<file path="config.mk">
export PLATFORM = sky130hd
export DESIGN_NAME = glob_wildcard_matcher_core
export DESIGN_NICKNAME = d
export VERILOG_FILES = /design/src/gwm_pkg.sv /design/src/gwm_cell.sv /design/src/gwm_out_skid.sv /design/src/glob_wildcard_matcher_core.sv
export SDC_FILE = /design/constraint.sdc
export NUM_CORES = 1
export LEC_CHECK = 0
export ABC_AREA = 1
export BUFFER_PORTS_ARGS = -buffer_cell sky130_fd_sc_hd__buf_2
export CAP_MARGIN = 20
export CORE_UTILIZATION = 60
export CTS_BUF_LIST = sky130_fd_sc_hd__clkbuf_4
export DETAILED_ROUTE_END_ITERATION = 7
export GPL_TIMING_DRIVEN = 0
export PLACE_DENSITY_LB_ADDON = 0.1
export REMOVE_ABC_BUFFERS = 1
export SLEW_MARGIN = 20
export SYNTH_ARGS = -nofsm -noshare
export SYNTH_HDL_FRONTEND = slang
export SYNTH_SLANG_ARGS = --single-unit
</file>
<file path="constraint.sdc">
create_clock -name aclk -period 5.5 [get_ports aclk]
set_input_delay 0.55 -clock aclk [delete_from_list [all_inputs] [get_ports aclk]]
set_output_delay 0.55 -clock aclk [all_outputs]
set_load 0.005 [all_outputs]
</file>
<file path="src/gwm_pkg.sv">
// Shared types and constants of the glob wildcard matcher.
`timescale 1ns / 1ps
`default_nettype none

package gwm_pkg;

    // Item action codes
    localparam logic [1:0] ACT_WRITE   = 2'd0;
    localparam logic [1:0] ACT_SUBJECT = 2'd1;
    localparam logic [1:0] ACT_QUERY   = 2'd2;

    // Wildcard bytes
    localparam logic [7:0] GLOB_ANY = 8'h2A;
    localparam logic [7:0] GLOB_ONE = 8'h3F;

    // Per-position set-up, from the cell's place, the pattern length and the write beat
    typedef struct packed {
        logic in_use;   // position lies below the pattern length
        logic at_end;   // position equals the pattern length
        logic is_head;  // position zero
        logic wr_en;    // pattern byte written into this cell this beat
    } gwm_pos_t;

    // Broadcast to every cell for the accepted beat
    typedef struct packed {
        logic       step;       // subject byte accepted
        logic       rearm;      // subject ends or query accepted this beat
        logic       query_sel;  // empty-subject query
        logic [7:0] subj_byte;
    } gwm_ctrl_t;

    // Handed from one cell to the next
    typedef struct packed {
        logic star_carry;  // active set extended across a star
        logic advance;     // position reached by consuming this byte
        logic tail_carry;  // closure of the updated set across a star
    } gwm_link_t;

endpackage

`default_nettype wire

</file>
<file path="src/gwm_cell.sv">
// One pattern position: stored byte, active bit and its link logic.
`timescale 1ns / 1ps
`default_nettype none

module gwm_cell (
    input  wire logic              aclk,
    input  wire logic              aresetn,
    input  wire gwm_pkg::gwm_pos_t  pos,
    input  wire gwm_pkg::gwm_ctrl_t ctrl,
    input  wire logic [7:0]        wr_byte,
    input  wire gwm_pkg::gwm_link_t link_in,
    output gwm_pkg::gwm_link_t      link_out,
    output logic                   active,
    output logic                   end_hit
);

    logic [7:0] pat_reg;
    logic       act_reg;
    logic       act_next;

    logic is_star;
    logic is_one_hit;
    logic closed;
    logic hit_star;
    logic hit_adv;
    logic step_bit;
    logic tail_bit;
    logic tail_closed;

    // Pattern byte store
    always_ff @(posedge aclk) begin
        if (pos.wr_en) begin
            pat_reg <= wr_byte;
        end
    end

    // Match terms for this position
    always_comb begin
        is_star    = (pat_reg == gwm_pkg::GLOB_ANY);
        is_one_hit = (pat_reg == gwm_pkg::GLOB_ONE) || (pat_reg == ctrl.subj_byte);
        closed     = act_reg | link_in.star_carry;
        hit_star   = closed & pos.in_use & is_star;
        hit_adv    = closed & pos.in_use & ~is_star & is_one_hit;
        step_bit   = hit_star | link_in.advance;
        // closure of the updated set, or of the head alone for a query
        tail_bit    = ctrl.query_sel ? pos.is_head : step_bit;
        tail_closed = tail_bit | link_in.tail_carry;

        link_out.star_carry = hit_star;
        link_out.advance    = hit_adv;
        link_out.tail_carry = tail_closed & pos.in_use & is_star;
        end_hit             = tail_closed & pos.at_end;
    end

    // Active bit update
    always_comb begin
        act_next = act_reg;
        if (ctrl.rearm) begin
            act_next = pos.is_head;
        end else if (ctrl.step) begin
            act_next = step_bit;
        end
    end

    always_ff @(posedge aclk) begin
        if (!aresetn) begin
            act_reg <= pos.is_head;
        end else begin
            act_reg <= act_next;
        end
    end

    assign active = act_reg;

endmodule

`default_nettype wire

</file>
<file path="src/gwm_out_skid.sv">
// Two-slot result buffer between the cell row and the result channel.
`timescale 1ns / 1ps
`default_nettype none

module gwm_out_skid (
    input  wire logic aclk,
    input  wire logic aresetn,
    input  wire logic push,
    input  wire logic push_matched,
    output logic      full,
    output logic      m_valid,
    input  wire logic m_ready,
    output logic      m_matched
);

    logic head_v_reg, head_v_next;
    logic head_d_reg, head_d_next;
    logic tail_v_reg, tail_v_next;
    logic tail_d_reg, tail_d_next;
    logic pop;

    // Slot movement
    always_comb begin
        pop         = head_v_reg & m_ready;
        head_v_next = head_v_reg;
        head_d_next = head_d_reg;
        tail_v_next = tail_v_reg;
        tail_d_next = tail_d_reg;
        if (pop) begin
            if (tail_v_reg) begin
                head_d_next = tail_d_reg;
                tail_v_next = push;
                tail_d_next = push_matched;
            end else begin
                head_v_next = push;
                head_d_next = push_matched;
            end
        end else if (!head_v_reg) begin
            head_v_next = push;
            head_d_next = push_matched;
        end else if (push) begin
            tail_v_next = 1'b1;
            tail_d_next = push_matched;
        end
    end

    always_ff @(posedge aclk) begin
        if (!aresetn) begin
            head_v_reg <= 1'b0;
            tail_v_reg <= 1'b0;
        end else begin
            head_v_reg <= head_v_next;
            tail_v_reg <= tail_v_next;
        end
        head_d_reg <= head_d_next;
        tail_d_reg <= tail_d_next;
    end

    assign full      = tail_v_reg;
    assign m_valid   = head_v_reg;
    assign m_matched = head_d_reg;

    // Checks
    a_tail_needs_head: assert property (@(posedge aclk) disable iff (!aresetn)
        tail_v_reg |-> head_v_reg)
        else $error("skid slot occupied with empty head");

    a_no_push_when_full: assert property (@(posedge aclk) disable iff (!aresetn)
        full |-> !push)
        else $error("result pushed into full buffer");

endmodule

`default_nettype wire

</file>
<file path="src/glob_wildcard_matcher_core.sv">
// Top level of the glob wildcard matcher: cell row, control and result buffer.
`timescale 1ns / 1ps
`default_nettype none

// Whole-string glob matcher with '*' and '?'. Load beats write pattern bytes;
// subject beats then stream in at one per clock while s_ready is high, and
// each final byte or empty-subject query pushes one result beat into the
// two-slot result buffer. The active-position update for a byte, including
// the star closure on both sides of it, ripples combinationally through the
// row of PATTERN_MAX cells. s_ready falls only while both result slots are full.
// A pattern entry must be written before a subject reads it.
module glob_wildcard_matcher_core #(
    parameter int PATTERN_MAX = 32
) (
    input  wire logic       aclk,
    input  wire logic       aresetn,
    input  wire logic       cfg_wr_en,
    input  wire logic [5:0] cfg_wr_data,
    input  wire logic       s_valid,
    output logic            s_ready,
    input  wire logic [1:0] s_action,
    input  wire logic [4:0] s_position,
    input  wire logic [7:0] s_byte_value,
    input  wire logic       s_last,
    output logic            m_valid,
    input  wire logic       m_ready,
    output logic            m_matched
);

    localparam logic [PATTERN_MAX:0] HEAD_ONLY = (PATTERN_MAX + 1)'(1);

    logic [5:0]          pattern_length_reg;
    logic                tail_act_reg, tail_act_next;
    logic                s_acc;
    logic                full;
    logic                tail_step;
    logic                tail_closed;
    logic                result_bit;
    logic [PATTERN_MAX:0] active_vec;
    logic [PATTERN_MAX:0] end_hits;

    gwm_pkg::gwm_ctrl_t  ctrl;
    gwm_pkg::gwm_link_t  link [PATTERN_MAX+1];
    gwm_pkg::gwm_pos_t   pos  [PATTERN_MAX];

    // Length register
    always_ff @(posedge aclk) begin
        if (!aresetn) begin
            pattern_length_reg <= '0;
        end else if (cfg_wr_en) begin
            pattern_length_reg <= cfg_wr_data;
        end
    end

    // Beat decode
    assign s_ready = ~full;
    assign s_acc   = s_valid & s_ready;

    always_comb begin
        ctrl.step      = s_acc && (s_action == gwm_pkg::ACT_SUBJECT);
        ctrl.query_sel = (s_action == gwm_pkg::ACT_QUERY);
        ctrl.rearm     = s_acc && (ctrl.query_sel ||
                         ((s_action == gwm_pkg::ACT_SUBJECT) && s_last));
        ctrl.subj_byte = s_byte_value;
    end

    assign link[0] = '0;

    // Cell row
    for (genvar i = 0; i < PATTERN_MAX; i++) begin : g_cell
        always_comb begin
            pos[i].in_use  = int'(pattern_length_reg) > i;
            pos[i].at_end  = int'(pattern_length_reg) == i;
            pos[i].is_head = (i == 0);
            pos[i].wr_en   = s_acc && (s_action == gwm_pkg::ACT_WRITE) &&
                             (int'(s_position) == i);
        end

        gwm_cell u_cell (
            .aclk     (aclk),
            .aresetn  (aresetn),
            .pos      (pos[i]),
            .ctrl     (ctrl),
            .wr_byte  (s_byte_value),
            .link_in  (link[i]),
            .link_out (link[i+1]),
            .active   (active_vec[i]),
            .end_hit  (end_hits[i])
        );
    end

    // Final position: no pattern byte, only the accept state
    always_comb begin
        tail_step   = link[PATTERN_MAX].advance;
        tail_closed = (~ctrl.query_sel & tail_step) | link[PATTERN_MAX].tail_carry;
        tail_act_next = tail_act_reg;
        if (ctrl.rearm) begin
            tail_act_next = 1'b0;
        end else if (ctrl.step) begin
            tail_act_next = tail_step;
        end
    end

    assign end_hits[PATTERN_MAX] = tail_closed & (int'(pattern_length_reg) >= PATTERN_MAX);

    always_ff @(posedge aclk) begin
        if (!aresetn) begin
            tail_act_reg <= 1'b0;
        end else begin
            tail_act_reg <= tail_act_next;
        end
    end

    assign active_vec[PATTERN_MAX] = tail_act_reg;
    assign result_bit = |end_hits;

    // Result buffer
    gwm_out_skid u_out (
        .aclk         (aclk),
        .aresetn      (aresetn),
        .push         (ctrl.rearm),
        .push_matched (result_bit),
        .full         (full),
        .m_valid      (m_valid),
        .m_ready      (m_ready),
        .m_matched    (m_matched)
    );

    // Checks
    a_rearm_head_only: assert property (@(posedge aclk) disable iff (!aresetn)
        ctrl.rearm |=> (active_vec == HEAD_ONLY))
        else $error("active set not rearmed after subject end");

    a_result_follows: assert property (@(posedge aclk) disable iff (!aresetn)
        ctrl.rearm |=> m_valid)
        else $error("result beat missing after subject end");

endmodule

`default_nettype wire
</file>
Word-level counts from Yosys, hierarchy flattened
Cells that the tools add are included.
{"block": "classes", "n_reduce_logical": 78, "bitwise": 357, "n_eq_ne": 163, "muxes": 46, "n_lt_le_gt_ge": 33}
{"cell": "$eq 8x6->1 const B", "n": 64}
{"cell": "$eq 8x8->1", "n": 32}
{"cell": "$and 1x1->1", "n": 228}
{"cell": "$eq 6x6->1 const B", "n": 16}
{"cell": "$gt 6x5->1 const B", "n": 16}
{"cell": "$or 1x1->1", "n": 94}
{"cell": "$eq 5x5->1 const B", "n": 16}
{"cell": "$eq 6x5->1 const B", "n": 8}
{"cell": "$gt 6x4->1 const B", "n": 8}
{"cell": "$mux 1", "n": 46}
{"cell": "$eq 5x4->1 const B", "n": 8}
{"cell": "$logic_and 1x1->1", "n": 36}
{"cell": "$not 1->1", "n": 35}
{"cell": "$logic_or 1x1->1", "n": 33}
{"cell": "$reduce_or 33->1", "n": 1}
{"cell": "$eq 6x4->1 const B", "n": 4}
{"cell": "$gt 6x3->1 const B", "n": 4}
{"cell": "$eq 5x3->1 const B", "n": 4}
{"cell": "$eq 6x3->1 const B", "n": 2}
{"cell": "$gt 6x1->1 const B", "n": 2}
{"cell": "$gt 6x2->1 const B", "n": 2}
{"cell": "$eq 5x2->1 const B", "n": 2}
{"cell": "$eq 6x2->1 const B", "n": 1}
{"cell": "$ge 6x6->1 const B", "n": 1}
{"cell": "12 further kinds", "n": 14}
{"block": "totals", "output_inout_bits": 3, "inputBits": 27, "register_bits": 298, "word_cells": 746}

Logic depth before layout (Yosys ltp)
Gate-level depths: netlist (run 1).
{"block": "logic_depth", "word_depth": 107, "mapped_depth": 76, "depth_no_buf": 75}

Cells and area by module
Synthesis (run 1) repeated with hierarchy kept, for this count alone.
{"block": "unflattened", "cells_unflattened": 2364, "area_unflattened_um2": 19538.7}
{"module": "gwm_cell", "area_per_inst_um2": 569.3, "n_inst": 32, "cells_per_inst": 66, "seq_area_each_um2": 270.3}
{"module": "glob_wildcard_matcher_core", "area_per_inst_um2": 1131.1, "n_inst": 1, "cells_per_inst": 230, "seq_area_each_um2": 120.1}
{"module": "gwm_out_skid", "area_per_inst_um2": 190.2, "n_inst": 1, "cells_per_inst": 22, "seq_area_each_um2": 100.1}

Least setup slack after synthesis (run 1)
No wires, ideal clock.
{"block": "synth_timing", "path_kind": "input -> register", "from": "input s_byte_value[1]", "to": "register u_out.head_d_reg, in the netlist u_out.m_matched, data pin", "required_ps": 5370, "setup_slack_ps": 417, "setup_ps": 130, "stages": 65, "path_buffers": 2, "arrival_ps": 4953, "cell_sequence": "clkbuf_1 > buf_2 > xnor2_1 > nand2_1 > o41ai_1 > nand4_1 > nand2_1 > nand2_1 > nand2_1 > nand2_1 > nand2_1 > nand2_1 > nand2_1 > nand2_1 > nand2_1 > nand2_1 > nand2_1 > nand2_1 > [29 not listed] > nand2_1 > nand2_1 > nand2_1 > nand2_1 > nand2_1 > nand2_1 > nand2_1 > nand2_1 > nand2_1 > nand2_1 > nand2_1 > nand2_1 > nand2_1 > nand3_1 > nand2_1 > nand3_2 > nand2_1 > nand2_1"}
{"block": "synth_via", "elab_chain_cells": 103, "word_cells_on_any_way": 289, "classes_between": "eq/ne (32); mux (34); bitwise (190); reduce/logical (33)"}
{"element": "start: declaration", "line_no": "glob_wildcard_matcher_core.sv:23", "source": "input wire logic [7:0] s_byte_value,"}
{"element": "$eq 8x8->1", "line_no": "gwm_cell.sv:40", "source": "is_one_hit = (pat_reg == gwm_pkg::GLOB_ONE) || (pat_reg == ctrl.subj_byte);"}
{"element": "$logic_or 1x1->1", "line_no": "gwm_cell.sv:40"}
{"element": "$and 1x1->1", "line_no": "gwm_cell.sv:43", "source": "hit_adv = closed & pos.in_use & ~is_star & is_one_hit;"}
{"element": "$or 1x1->1", "line_no": "gwm_cell.sv:44", "source": "step_bit = hit_star | link_in.advance;"}
{"element": "$mux 1", "line_no": "gwm_cell.sv:46", "source": "tail_bit = ctrl.query_sel ? pos.is_head : step_bit;"}
{"element": "$or 1x1->1", "line_no": "gwm_cell.sv:47", "source": "tail_closed = tail_bit | link_in.tail_carry;"}
{"element": "$and 1x1->1 (2 in a row)", "line_no": "gwm_cell.sv:51", "source": "link_out.tail_carry = tail_closed & pos.in_use & is_star;"}
{"element": "$or 1x1->1", "line_no": "gwm_cell.sv:47"}
{"element": "[87 not listed]"}
{"element": "$and 1x1->1 (2 in a row)", "line_no": "gwm_cell.sv:51"}
{"element": "$or 1x1->1", "line_no": "glob_wildcard_matcher_core.sv:95", "source": "tail_closed = (~ctrl.query_sel & tail_step) | link[PATTERN_MAX].tail_carry;"}
{"element": "$and 1x1->1", "line_no": "glob_wildcard_matcher_core.sv:104", "source": "assign end_hits[PATTERN_MAX] = tail_closed & (int'(pattern_length_reg) >= PATTERN_MAX);"}
{"element": "$reduce_or 33->1 (*)", "line_no": "glob_wildcard_matcher_core.sv:115", "source": "assign result_bit = |end_hits;"}
{"element": "net result_bit", "line_no": "glob_wildcard_matcher_core.sv:38", "source": "logic result_bit;"}
{"element": "$mux 1, on equally long branches", "line_no": "gwm_out_skid.sv:38, gwm_out_skid.sv:30"}
{"element": "$mux 1 (*)", "line_no": "gwm_out_skid.sv:29", "source": "if (pop) begin"}
{"element": "net u_out.head_d_next", "line_no": "gwm_out_skid.sv:17", "source": "logic head_d_reg, head_d_next;"}
{"element": "end signal: assignment", "line_no": "gwm_out_skid.sv:55", "source": "head_d_reg <= head_d_next;"}
{"element": "end: declaration", "line_no": "gwm_out_skid.sv:17"}
The timed path passes the listed nets; every way through them passes the cells marked *. The select of a mux whose other input is x is not followed.
A chain may end at the register's enable or synchronous reset.

Worst setup path after layout (run 1)
{"block": "layout_timing", "from": "register g_cell[1].u_cell.pat_reg[6]", "to": "register u_out.head_d_reg, in the netlist u_out.m_matched, data pin"}
{"block": "layout_via", "elab_chain_cells": 102, "word_cells_on_any_way": 351, "classes_between": "eq/ne (3); mux (34); bitwise (312); reduce/logical (2)"}
{"element": "start: declaration", "line_no": "gwm_cell.sv:17", "source": "logic [7:0] pat_reg;"}
{"element": "start signal: assignment", "line_no": "gwm_cell.sv:33", "source": "pat_reg <= wr_byte;"}
{"element": "$eq 8x6->1", "line_no": "gwm_cell.sv:39", "source": "is_star = (pat_reg == gwm_pkg::GLOB_ANY);"}
{"element": "$and 1x1->1", "line_no": "gwm_cell.sv:42", "source": "hit_star = closed & pos.in_use & is_star;"}
{"element": "$or 1x1->1, on equally long branches", "line_no": "gwm_cell.sv:41, gwm_cell.sv:44"}
{"element": "$and 1x1->1 or $mux 1 (tied branches)", "line_no": "gwm_cell.sv:42, gwm_cell.sv:43, gwm_cell.sv:46"}
{"element": "$and 1x1->1 or $or 1x1->1 (tied branches)", "line_no": "gwm_cell.sv:42, gwm_cell.sv:47"}
{"element": "$or 1x1->1 (tied with other cells)", "line_no": "gwm_cell.sv:41", "source": "closed = act_reg | link_in.star_carry;"}
{"element": "$and 1x1->1 (tied with other cells)", "line_no": "gwm_cell.sv:42, gwm_cell.sv:43"}
{"element": "$and 1x1->1 or $or 1x1->1 (tied branches)", "line_no": "gwm_cell.sv:42, gwm_cell.sv:47"}
{"element": "[87 not listed]"}
{"element": "$and 1x1->1 (2 in a row)", "line_no": "gwm_cell.sv:51"}
{"element": "$or 1x1->1", "line_no": "glob_wildcard_matcher_core.sv:95"}
{"element": "$and 1x1->1", "line_no": "glob_wildcard_matcher_core.sv:104"}
{"element": "$reduce_or 33->1 (*)", "line_no": "glob_wildcard_matcher_core.sv:115"}
{"element": "net result_bit", "line_no": "glob_wildcard_matcher_core.sv:38"}
{"element": "$mux 1, on equally long branches", "line_no": "gwm_out_skid.sv:38, gwm_out_skid.sv:30"}
{"element": "$mux 1 (*)", "line_no": "gwm_out_skid.sv:29"}
{"element": "net u_out.head_d_next", "line_no": "gwm_out_skid.sv:17"}
Marked as above.

==> results.md, run 1 <==
* DR pass1 iterations at 8
* Cell Area, Synth at 16200 um^2
* Setup Skew at 0.0556 ns
* Layout cells sized above 1 at 21.4%
* Synth area leader: edfxtp_1
* Final Hold Vio Count at 0
* CTS tree: done
* Die ar. at 27700 um^2
* Cells after Synth at 1745
* Crit Path Max Fanout at 3
* Wire length per cell at 18.4 um
* Vias at 13.1k
* Pins Over Slew Limit at 0
* Worst-path clk slew at 0.07 ns
* Final setup vio count at 4
* DR iter-0 viols at 1182
* Layout Nets at 1897
* Num CTS Buffers at 77
* Seq cells post-synth at 298
* CP Class: reg2reg
* Fin cells at 2259
* Detailed placer's ending HPWL at 26800 um
* Pleak at 0.00755 uW
* Initial Util at 61.7%
* Clk buf depth at 3
* Core Region at 26300 um^2
* CTS sink cnt at 298
* Clk_lat worst skew at 0.71 ns
* Initial antenna violation count at 3
* Top-count cell post-synth: nand2_1
* Total Wirelength at 41500 um
* # Max-Cap Violations at 0
* Ys Warns at 0
* First-pass GRT wire length at 62900 um
* Delay of the slowest critical-path stage at 0.40 ns
* Vias in the first global route at 12.1k
* Root Buffer: clkbuf_4
* Synth top area cells: edfxtp_1 (48%), nand2_1 (9.1%), xnor2_1 (6.4%), dfxtp_1 (4.9%), nand4_1 (4.9%)
* Setup_tns at -1.45 ns
* Seq/Total Area, Yosys at 52.7%
* Most common library cells after synthesis: nand2_1 (394), edfxtp_1 (258), inv_1 (195)
* CP max stage cell: edfxtp_1
* Hold buffer count at CTS at 0
* EDFF count, synth at 258
* Maximum VDD drop at 0.208 mV
* H-tree depth at 3
* WP data required at 6.08 ns
* Critical Path Sink Type: register
* Fmax at 0.163 GHz
* Synth-to-Final Area Change at 13.8%
* RSZ-0062 raised after global routing: true
* Largest net degree at the start of global routing at 65
* CP arrival at 6.71 ns
* DRC at 4
* Port-buffer cells at 29
* Inst Count DP at 2063
* Synth cell types at 50
* HP Class: in2reg
* Yosys top cell area share at 47.8%
* Row count at 59
* Tightest Pin Transition at 0.964 ns
* Syn_area_per_cell at 9.29 um^2
* CP dominant cell by count: nand2_2
* PwrDens at 258 nW/um^2
* Fraction of registers with async set/reset at 0%
* PnR worst setup slack at -0.629 ns
* CP Launch Type: register
* Slew headroom at 35.2%
* Die Wd at 166 um
* Failing checks: DRC, setup timing
* Ys flop type: edfxtp_1
* Max FFs per register at 256
* Outcome: complete, but fails checks
* Grt ovf at 0
* Post-route clock period utilization at 111%
* Final worst path period need at 6.13 ns
* ANT nets after route at 0
* Ports at 30
* Vias per inst at 5.78
* Gr usage total at 29.7%
* Chip height at 166 um
* Gpl congestion at 0.894
[layout by cell type (no fill, tap or decap), types with 3 or more instances in the layout]
cell	Yosys	layout
buf_4	5	66
inv_1	195	188
a21oi_1	52	52
nor2_1	119	117
nand2_4	30	42
clkinv_1	1	14
nand3_2	2	4
edfxtp_1	258	258
o21ai_0	43	41
o2111ai_1	7	7
clkinv_2	1	5
nor4b_1	13	13
nand2_2	30	59
o21ai_2	8	11
buf_16	0	4
or2_2	50	50
o32ai_1	4	4
buf_6	0	4
nand4_1	126	126
buf_12	0	5
a31oi_1	4	4
nand2_1	394	353
nor4_1	11	11
nor2_4	2	4
nand3_1	60	57
nor2_2	5	5
o41ai_1	22	22
buf_2	8	21
nor3_1	33	33
o211ai_1	3	3
inv_2	2	9
xnor2_1	118	118
clkbuf_4	0	109
xor2_1	36	36
dfxtp_1	40	38
[metrics by stage]
step	hold WS (ns)	total power [uW]	cell area, um^2	util (%)	setup WS [ns]
2_1_floorplan	0.476	2730	16000	-	0.124
3_3_place_gp	0.477	2890	16500	62.9	-3.06
3_5_place_dp	0.492	2910	16800	63.8	-1.77
4_1_cts	0.0859	4780	18100	68.8	-0.458
5_1_grt	0.126	4940	18400	70.2	-1.11
6_report	0.124	4750	18400	70.2	-0.629
[final timing paths]
kind | start | end | slack, ns | cells after the start
min | m_ready | u_out.full$_SDFFE_PN0P_ | 0.12 | 4
max | g_cell[1].u_cell.pat_reg[6]$_DFFE_PP_ | u_out.m_matched$_DFFE_PP_ | -0.63 | 73
max reg2reg | g_cell[1].u_cell.pat_reg[6]$_DFFE_PP_ | u_out.m_matched$_DFFE_PP_ | -0.63 | 73
min reg2reg | u_out.m_valid$_SDFFE_PN0P_ | u_out.full$_SDFFE_PN0P_ | 0.48 | 2
[worst max-delay path, delay by kind of cell, from the launching register on]
kind	cells	cell delay [ns]
and+or+nand+nor	72	5.54
buffers and inverters	1	0.09
DFF	1	0.40
[where the power goes]
group	switching (uW)	internal, uW	leakage [uW]	total [uW]
Sequential	13.9	2470	0.00265	2490
Combinational	275	126	0.00432	401
Clock	864	1000	0.000576	1870
Total	1150	3600	0.00755	4750
[cell families (layout without fill, tap and decap cells)]
kind of cell,Yosys count,in the layout,share of synthesized area (%)
buf+inv,255,432,6.11
other cells,0,2,0
xor+xnor,154,154,8.32
simple gates,882,882,26.8
compound gates,156,156,6.06
flops,298,298,52.7
[per-layer routing]
layer  track usage [%]  part of all wire [%]
met5                 0                 0.024
met4              13.0                   3.4
met3              5.00                   7.7
met2              48.2                    47
met1              39.7                    42
[layout make-up]
cell class / count / area (um^2)
tap: 335 / 419
sequential: 298 / 8560
timing repair inverter: 1 / 5.00
timing repair buffer: 100 / 856
inverter: 200 / 764
multi-input combinational: 1192 / 6880
antenna: 2 / 5.00
fill: 1976 / 7840
clock inverter: 22 / 140
clock buffer: 109 / 818
[timing repair]
action                                  CTS  global route
hold endpoints to repair                  0             0
cloned                                    1             0
setup buffers                            31            31
gates resized for setup                  35            43
pin swaps                                14            36
endpoints found under the setup margin    6             7
Note: power is estimated with default switching activity, not from simulation.
==> run 2: changes to the inputs <==
--- a/config.mk
+++ b/config.mk
@@ -12,7 +12,7 @@
 export CTS_BUF_LIST = sky130_fd_sc_hd__clkbuf_4
 export DETAILED_ROUTE_END_ITERATION = 7
 export GPL_TIMING_DRIVEN = 0
-export PLACE_DENSITY_LB_ADDON = 0.1
+export PLACE_DENSITY_LB_ADDON = 0.3
 export REMOVE_ABC_BUFFERS = 1
 export SLEW_MARGIN = 20
 export SYNTH_ARGS = -nofsm -noshare
==> results.md, run 2 (synthesized netlist as in run 1, its figures left out) <==
* Place WS at -1.47 ns
* Initial antenna violation count at 1
* ANT nets after route at 0
* Delay of the slowest critical-path stage at 0.41 ns
* Vias in the first global route at 12.9k
* Total Wirelength at 44400 um
* Reg-to-reg critical path startpoint: g_cell[0].u_cell.pat_reg[2]$_DFFE_PP_
* DRC at 3
* Die ar. at 27700 um^2
* Hold Path Origin: m_ready
* CP Launch Type: register
* Outcome: complete, but fails checks
* Reg2reg end: u_out.m_matched$_DFFE_PP_
* Wire length per cell at 19.5 um
* Initial Util at 61.7%
* Root Buffer: clkbuf_4
* DR pass1 iterations at 8
* Max FFs per register at 256
* Hold buffer count at CTS at 0
* Commonest non-fill, non-tap cells in the layout: nand2_1 (360), edfxtp_1 (258), inv_1 (186)
* DR iter-0 viols at 1449
* CP arrival at 6.67 ns
* Cell depth of the worst flop-to-flop path at 74
* Final Hold Vio Count at 0
* Num CTS Buffers at 74
* Reg2Reg Setup Slack at -0.62 ns
* WP data required at 6.05 ns
* Chip height at 166 um
* RSZ-0062 raised after global routing: true
* Gpl congestion at 0.908
* Die Wd at 166 um
* Final setup vio count at 3
* CP Class: reg2reg
* Clk buf depth at 3
* Row count at 59
* Clk_lat worst skew at 0.69 ns
* Pins Over Slew Limit at 0
* Worst hold path depth at 4
* Most common cell after layout, fill and taps aside: nand2_1
* Fmax at 0.163 GHz
* Slew headroom at 23.0%
* Layout cells sized above 1 at 21.7%
* Core Region at 26300 um^2
* Fillcell total at 1931
* Tightest Pin Transition at 1.15 ns
* CTS sink cnt at 298
* Final hold slack at 0.162 ns
* # Max-Cap Violations at 0
* PwrDens at 254 nW/um^2
* Largest net degree at the start of global routing at 65
* Crit Path Max Fanout at 2
* CP max stage cell: edfxtp_1
* CP dominant cell by count: nand2_1
* Critical Path Sink Type: register
* Detailed placer's ending HPWL at 26700 um
* Ports at 30
* Failing checks: DRC, setup timing
* Gr usage total at 30.7%
* First-pass GRT wire length at 65400 um
* Pleak at 0.00756 uW
* Vias at 13.6k
* Worst-path clk slew at 0.06 ns
* H-tree depth at 3
* Synth-to-Final Area Change at 14.4%
* PnR worst setup slack at -0.621 ns
* Port-buffer cells at 29
* Layout Nets at 1902
* Vias per inst at 6.00
* HP Class: in2reg
* Maximum VDD drop at 0.219 mV
* Setup Skew at 0.0510 ns
* Final worst path period need at 6.12 ns
* Grt ovf at 0
* Post-route clock period utilization at 111%
* CTS tree: done
* Hold path endpoint: u_out.full$_SDFFE_PN0P_
[run 2: what timing repair did]
item / in CTS / in global routing
buffers inserted: 49 / 18
cloned: 1 / 4
pin swaps: 12 / 20
gates resized for setup: 29 / 48
endpoints found under the setup margin: 5 / 6
[run 2: metrics by stage]
stage / cell area [um^2] / total power (uW) / setup TNS (ns) / util [%] / std cells
finish: 18500 / 4710 / -1.21 / 70.6 / 2270
global placement: 16500 / 2880 / -5.35 / 62.9 / 2054
CTS: 18200 / 4690 / -0.532 / 69.1 / 2247
floorplan: 16000 / 2730 / 0 / - / 1690
detailed placement: 16700 / 2900 / -3.15 / 63.7 / 2062
global route: 18500 / 4870 / -3.15 / 70.6 / 2270
[run 2: layout make-up]
cell class / instances / area (um^2) / area share [%]
antenna: 1 / 2.50 / 0.0135
clock buffer: 110 / 826 / 4.45
clock inverter: 25 / 106 / 0.574
inverter: 200 / 772 / 4.16
multi-input combinational: 1192 / 6850 / 36.9
sequential: 298 / 8550 / 46.1
tap: 335 / 419 / 2.26
timing repair buffer: 108 / 1010 / 5.45
timing repair inverter: 1 / 5.00 / 0.0270
[run 2: power by group]
part | switching [uW] | internal, uW
combinational | 289 | 133
sequential | 13.9 | 2470
clock | 881 | 922
[run 2: worst max path at each step]
stage,from,to,slack (ns),cells past startpoint
after floorplan,s_byte_value[2],u_out.m_matched$_DFFE_PP_,0.12,70
after global placement,s_byte_value[2],u_out.m_matched$_DFFE_PP_,-2.61,69
after detailed placement,s_byte_value[0],u_out.m_matched$_DFFE_PP_,-1.47,77
after CTS,g_cell[1].u_cell.pat_reg[7]$_DFFE_PP_,u_out.m_matched$_DFFE_PP_,-0.32,73
after global routing,g_cell[1].u_cell.pat_reg[6]$_DFFE_PP_,u_out.m_matched$_DFFE_PP_,-1.13,73
final,g_cell[0].u_cell.pat_reg[2]$_DFFE_PP_,u_out.m_matched$_DFFE_PP_,-0.62,74
[run 2: critical path: cells and delay by family, from the launching register on]
kind                   cells  cell delay (ns)
AND/OR/NAND/NOR           72             5.29
flip-flops                 1             0.41
buffers and inverters      1             0.14
XOR/XNOR                   1             0.14
[run 2: per-layer routing]
layer | GRT usage (%) | up-vias | part of all wire [%]
met1 | 40.6 | 6388 | 39
met4 | 14.5 | 0 | 4.1
met5 | 0 | - | 0
met2 | 49.7 | 808 | 46
li1 | - | 6274 | -
met3 | 5.05 | 161 | 11
